$ cat src/rtl/assert_macros.svh
// ----------------------------------------------------------------------------
// Assertion macros
// Clocked concurrent checks on aclk, held off while aresetn is low.
// ----------------------------------------------------------------------------
`ifndef ASSERT_MACROS_SVH
`define ASSERT_MACROS_SVH

// Same-cycle implication.
`define ADR_ASSERT_IMP(name, ante, cons, msg) \
    name: assert property (@(posedge aclk) disable iff (!aresetn) (ante) |-> (cons)) \
        else $error(msg);

// Next-cycle implication.
`define ADR_ASSERT_NXT(name, ante, cons, msg) \
    name: assert property (@(posedge aclk) disable iff (!aresetn) (ante) |=> (cons)) \
        else $error(msg);

`endif

$ cat src/rtl/adr_pkg.sv
// ----------------------------------------------------------------------------
// adr_pkg
// Shared constants and types of the Art-Net DMX receiver.
// ----------------------------------------------------------------------------
package adr_pkg;

    localparam int NUM_OUTPUTS = 4;
    localparam int CHANNELS    = 512;
    localparam int MAX_PACKET  = 530;

    localparam int NUM_CFG      = 4;
    localparam int NUM_OUT_USED = (NUM_OUTPUTS < NUM_CFG) ? NUM_OUTPUTS : NUM_CFG;
    localparam int LANES        = NUM_OUT_USED * 2;
    localparam int LANE_W       = (LANES > 1) ? $clog2(LANES) : 1;
    localparam int CH_AW        = (CHANNELS > 1) ? $clog2(CHANNELS) : 1;
    localparam int UNI_W        = 17;
    localparam int VLEN_W       = 10;
    localparam int IDX_W        = 11;

    localparam logic [IDX_W-1:0] IDX_MAX    = 11'd2047;
    localparam logic [IDX_W-1:0] ID_LEN     = 11'd8;
    localparam logic [IDX_W-1:0] OFS_OP_LO  = 11'd8;
    localparam logic [IDX_W-1:0] OFS_OP_HI  = 11'd9;
    localparam logic [IDX_W-1:0] OFS_UNI_LO = 11'd14;
    localparam logic [IDX_W-1:0] OFS_UNI_HI = 11'd15;
    localparam logic [IDX_W-1:0] OFS_LEN_HI = 11'd16;
    localparam logic [IDX_W-1:0] OFS_LEN_LO = 11'd17;
    localparam logic [IDX_W-1:0] DATA_START = 11'd18;
    localparam logic [IDX_W-1:0] POLL_MIN   = 11'd10;

    localparam logic [15:0] OP_DMX  = 16'h5000;
    localparam logic [15:0] OP_POLL = 16'h2000;

    localparam logic [7:0] ART_ID [8] = '{8'h41, 8'h72, 8'h74, 8'h2D,
                                         8'h4E, 8'h65, 8'h74, 8'h00};

    typedef enum logic {
        REQ_PACKET = 1'b0,
        REQ_READ   = 1'b1
    } req_t;

    typedef enum logic {
        KIND_READ   = 1'b0,
        KIND_PACKET = 1'b1
    } kind_t;

    typedef enum logic [1:0] {
        OUT_IGNORED = 2'd0,
        OUT_DMX     = 2'd1,
        OUT_POLL    = 2'd2
    } outcome_t;

    typedef struct packed {
        logic             hdr_good;
        logic [15:0]      op;
        logic [15:0]      len;
        logic [3:0]       match;
        logic [IDX_W-1:0] total;
        logic             data_we;
        logic [CH_AW-1:0] data_addr;
    } parse_t;

endpackage

$ cat src/rtl/adr_hdr_parse.sv
// ----------------------------------------------------------------------------
// adr_hdr_parse
// Byte counter and header decoder: identifier check, opcode, universe,
// length, output match and data channel address of each packet word.
// ----------------------------------------------------------------------------
module adr_hdr_parse (
    input  logic                                          aclk,
    input  logic                                          aresetn,
    input  logic                                          byte_en,
    input  logic [7:0]                                    pkt_byte,
    input  logic                                          pkt_last,
    input  logic [adr_pkg::NUM_CFG-1:0][adr_pkg::UNI_W-1:0] universe,
    output adr_pkg::parse_t                               pr
);

    logic [adr_pkg::IDX_W-1:0] idx_reg, idx_next;
    logic                      hdr_good_reg, hdr_good_next;
    logic [15:0]               op_reg, op_next;
    logic [15:0]               uni_reg, uni_next;
    logic [15:0]               len_reg, len_next;
    logic [3:0]                match_reg, match_next;
    logic [adr_pkg::IDX_W-1:0] data_off;
    logic                      data_we;

    always_comb begin
        hdr_good_next = hdr_good_reg;
        op_next       = op_reg;
        uni_next      = uni_reg;
        len_next      = len_reg;
        match_next    = match_reg;
        data_we       = 1'b0;
        data_off      = idx_reg - adr_pkg::DATA_START;
        if (idx_reg < adr_pkg::ID_LEN) begin
            if (pkt_byte != adr_pkg::ART_ID[idx_reg[2:0]]) begin
                hdr_good_next = 1'b0;
            end
        end else begin
            case (idx_reg)
                adr_pkg::OFS_OP_LO:  op_next  = {op_reg[15:8], pkt_byte};
                adr_pkg::OFS_OP_HI:  op_next  = {pkt_byte, op_reg[7:0]};
                adr_pkg::OFS_UNI_LO: uni_next = {uni_reg[15:8], pkt_byte};
                adr_pkg::OFS_UNI_HI: begin
                    uni_next   = {pkt_byte, uni_reg[7:0]};
                    match_next = 4'd0;
                    for (int o = 0; o < adr_pkg::NUM_OUT_USED; o++) begin
                        if (!universe[o][adr_pkg::UNI_W-1] &&
                            universe[o][15:0] == {pkt_byte, uni_reg[7:0]}) begin
                            match_next[o] = 1'b1;
                        end
                    end
                end
                adr_pkg::OFS_LEN_HI: len_next = {pkt_byte, len_reg[7:0]};
                adr_pkg::OFS_LEN_LO: len_next = {len_reg[15:8], pkt_byte};
                default: begin
                    if (idx_reg >= adr_pkg::DATA_START &&
                        data_off < adr_pkg::IDX_W'(adr_pkg::CHANNELS)) begin
                        data_we = 1'b1;
                    end
                end
            endcase
        end
        idx_next = (idx_reg < adr_pkg::IDX_MAX) ? idx_reg + 1'b1 : idx_reg;
    end

    always_ff @(posedge aclk) begin
        if (!aresetn) begin
            idx_reg      <= '0;
            hdr_good_reg <= 1'b1;
            op_reg       <= '0;
            uni_reg      <= '0;
            len_reg      <= '0;
            match_reg    <= '0;
        end else if (byte_en) begin
            if (pkt_last) begin
                idx_reg      <= '0;
                hdr_good_reg <= 1'b1;
                op_reg       <= '0;
                uni_reg      <= '0;
                len_reg      <= '0;
                match_reg    <= '0;
            end else begin
                idx_reg      <= idx_next;
                hdr_good_reg <= hdr_good_next;
                op_reg       <= op_next;
                uni_reg      <= uni_next;
                len_reg      <= len_next;
                match_reg    <= match_next;
            end
        end
    end

    always_comb begin
        pr.hdr_good  = hdr_good_next;
        pr.op        = op_next;
        pr.len       = len_next;
        pr.match     = match_next;
        pr.total     = idx_next;
        pr.data_we   = data_we;
        pr.data_addr = data_off[adr_pkg::CH_AW-1:0];
    end

endmodule

$ cat config.mk
export PLATFORM = sky130hd
export DESIGN_NAME = adr_hdr_parse
export DESIGN_NICKNAME = d
export VERILOG_FILES = /design/src/rtl/assert_macros.svh /design/src/rtl/adr_pkg.sv /design/src/rtl/adr_hdr_parse.sv
export SDC_FILE = /design/constraint.sdc
export NUM_CORES = 1
export LEC_CHECK = 0
export ABC_AREA = 1
export BUFFER_PORTS_ARGS = -buffer_cell sky130_fd_sc_hd__buf_2
export CAP_MARGIN = 20
export CORE_MARGIN = 3
export CORE_UTILIZATION = 57
export DETAILED_ROUTE_END_ITERATION = 8
export PLACE_DENSITY_LB_ADDON = 0.3
export SETUP_SLACK_MARGIN = 0.1
export SLEW_MARGIN = 5
export SYNTH_ARGS = -nofsm -noshare
export SYNTH_HDL_FRONTEND = slang
export SYNTH_SLANG_ARGS = --single-unit
$ cat constraint.sdc
create_clock -name aclk -period 5.6 [get_ports aclk]
set_input_delay 1.12 -clock aclk [delete_from_list [all_inputs] [get_ports aclk]]
set_output_delay 1.12 -clock aclk [all_outputs]
set_load 0.005 [all_outputs]
==> qor.yml <==
nets: 985
max_freq_ghz: 0.281
antenna_found_initial: 0
setup_ws_ps: 2040
pre_cts_ws_ps: 2080
cp-start-kind: "input pin"
ys_warn_count: 0
insertedDiodeCount: 0
viasPerCell: 5.40
power.leakage_nw: 2.72
setup_viol: 0
drc: 0
cts_tree: "yes"
drive_above_1_share_pct: 24.4
critPathMaxFanout: 9
syn-cell-area_mm2: 0.00470
worst_hold_path_type: "register to register"
criticalPathCategory: "input pin to primary output"
clockRootBuffer: "clkbuf_8"
drt_iter0_drc: 398
syn_avg_cell_area_um2: 6.00
cts_resized: 0
syn_to_final_growth_pct: 15.5
peakVddDrop_v: 0.000115
cts-hold-fix-buffers: 0
ant_nets: 0
fin_skew_ps: 9.68
gp_congestion: 1.05
die_h_um: 96.9
synth-main-ff-cell: "dfxtp_1"
synth_edf_count: 0
p_total_mw: 0.775
report.final.slew_viol_count: 0
routedWlPerCell_um: 14.9
fin_tns_setup_ps: 0
grt_pass1_vias: 4976
synth-seq-area-share_pct: 23.8
fin_crit_sh_pct: 63.5
hpwl_mm: 11.4
drv_cap: 0
final_hold_viol_count: 0
cts_htree_levels: 2
place.port_buffers: 137
nFillCells: 760
dr.pass1.iters: 5
relSlewSlack_pct: 58.0
grt_start_max_net_pins: 57
synth_seq_cells: 56
cts_inserted_buffers: 5
min_period_ps: 3560
clkSinkCount: 56
fp-row-count: 32
tightest_slew_ps: 630
clkTransAtPathRegs_ps: 110
ios: 138
core_mm2: 0.00789
endpoint_kind: "primary output"
synthArstFlopShare_pct: 0
syn-num-nets: 873
dr_total_vias: 5391
timing.critical_path.required_ps: 4480
finalWirelength_mm: 14.9
ys_types: 42
post_cts_buffers: 0
clk_path_buf_depth: 2
start_util_pct: 59.6
grt_first_pass_wirelength_mm: 24.1
outcome: "complete, no violations"
rsz0062_at_grt: "false"
arrival_ps: 2440
clk-insertion-delay-late_ps: 320
syn_inst: 784
grt_overflow_total: 0
cellPowerDensity_mw_per_mm2: 143
die_x_um: 96.9
grt_use_total_pct: 30.6
die_area_mm2: 0.00938
[cell type report]
type                    count  area [um^2]  area share, %
clock buffers               5         68.8           1.27
clock inverters             3         25.0          0.460
inverters                  84          334           6.15
multi-input cells         609         3050           56.1
flip-flops and latches     56         1120           20.6
well taps                 102          128           2.35
repair buffers            140          708           13.0
[report_power, final]
group	switching, mW	internal, mW
Sequential	0.00146	0.399
Combinational	0.0884	0.0499
Clock	0.144	0.0916
[final timing paths]
check                                               from                  endpoint  slack [ps]  cells past startpoint
worst max-delay path                         pkt_byte[4]                    pr[23]        2040                     11
worst min-delay path            len_reg[10]$_SDFFE_PN0P_  len_reg[10]$_SDFFE_PN0P_         470                      2
worst max register to register   idx_reg[1]$_SDFFE_PN0P_   len_reg[9]$_SDFFE_PN0P_        3510                      9
worst min register to register  len_reg[10]$_SDFFE_PN0P_  len_reg[10]$_SDFFE_PN0P_         470                      2
[placed cells by master (no fill, tap or decap), drive strengths merged, types with 4 or more instances in the layout]
master,instances
a21oi,63
buf,140
clkbuf,5
dfxtp,56
ha,9
inv,83
nand2,337
nand3,56
nand4,4
nor2,58
nor3,6
o21ai,41
xnor2,9
xor2,16
[stage by stage]
step	instances	area [um^2]	hold slack, ps	util, %
5_1_grt	999	5440	493	68.9
3_5_place_dp	991	5340	457	67.7
3_3_place_gp	991	5340	449	67.7
4_1_cts	999	5440	474	68.9
6_report	999	5440	472	68.9
2_1_floorplan	784	4700	441	-
[synth_stat cells, types with 2 or more instances]
cell type  count  area share (%)
nor3_1         4            0.43
xnor2_1        9             1.7
dfxtp_1       56              24
nor2_1        48             3.8
a21oi_2        2            0.37
nor2_2         4            0.53
xor2_1        16             3.0
or2_2          2            0.27
clkbuf_1      14             1.1
o21ai_1        6            0.64
ha_1           9             2.4
nand3_4        4             1.5
nor2_4         5             1.2
nand4_1        3            0.40
nand2_2        4            0.53
inv_2          7            0.56
nand3_2       11             2.3
buf_6          4            0.96
nand2_1      331              26
a21oi_1       61             6.5
o21ai_0       13             1.4
inv_1         74             5.9
buf_2         11             1.2
buf_4          4            0.64
o21ai_2       22             4.1
nand2_4        2            0.48
o21bai_1       3            0.48
nand3_1       41             4.4
[metal layers]
metal / share of wire, % / track usage (%)
met5: 0 / 0
met4: 3.5 / 13.7
met3: 8.7 / 5.19
met2: 47 / 50.1
met1: 41 / 39.4
[worst max-delay path: stages]
cell	delay [ps]
buf_2	260
inv_1	240
nand2_1	100
nand2_1	50
nor2_1	100
nand2_1	60
nor2_1	90
nand3_1	90
nand2_1	80
and2_1	130
buf_2	110
[cells by family (layout without fill, tap and decap cells)]
kind of cell | Yosys count | in the layout | share of synthesized area [%]
and+or+nand+nor | 465 | 465 | 43.8
xor gates and xnor gates | 25 | 25 | 4.65
AOI/OAI and AO/OA | 110 | 110 | 13.9
DFF | 56 | 56 | 23.8
buffers and inverters | 119 | 232 | 11.4
adders and majority gates | 9 | 9 | 2.39
No activity file was read; power rests on OpenSTA's default activity.
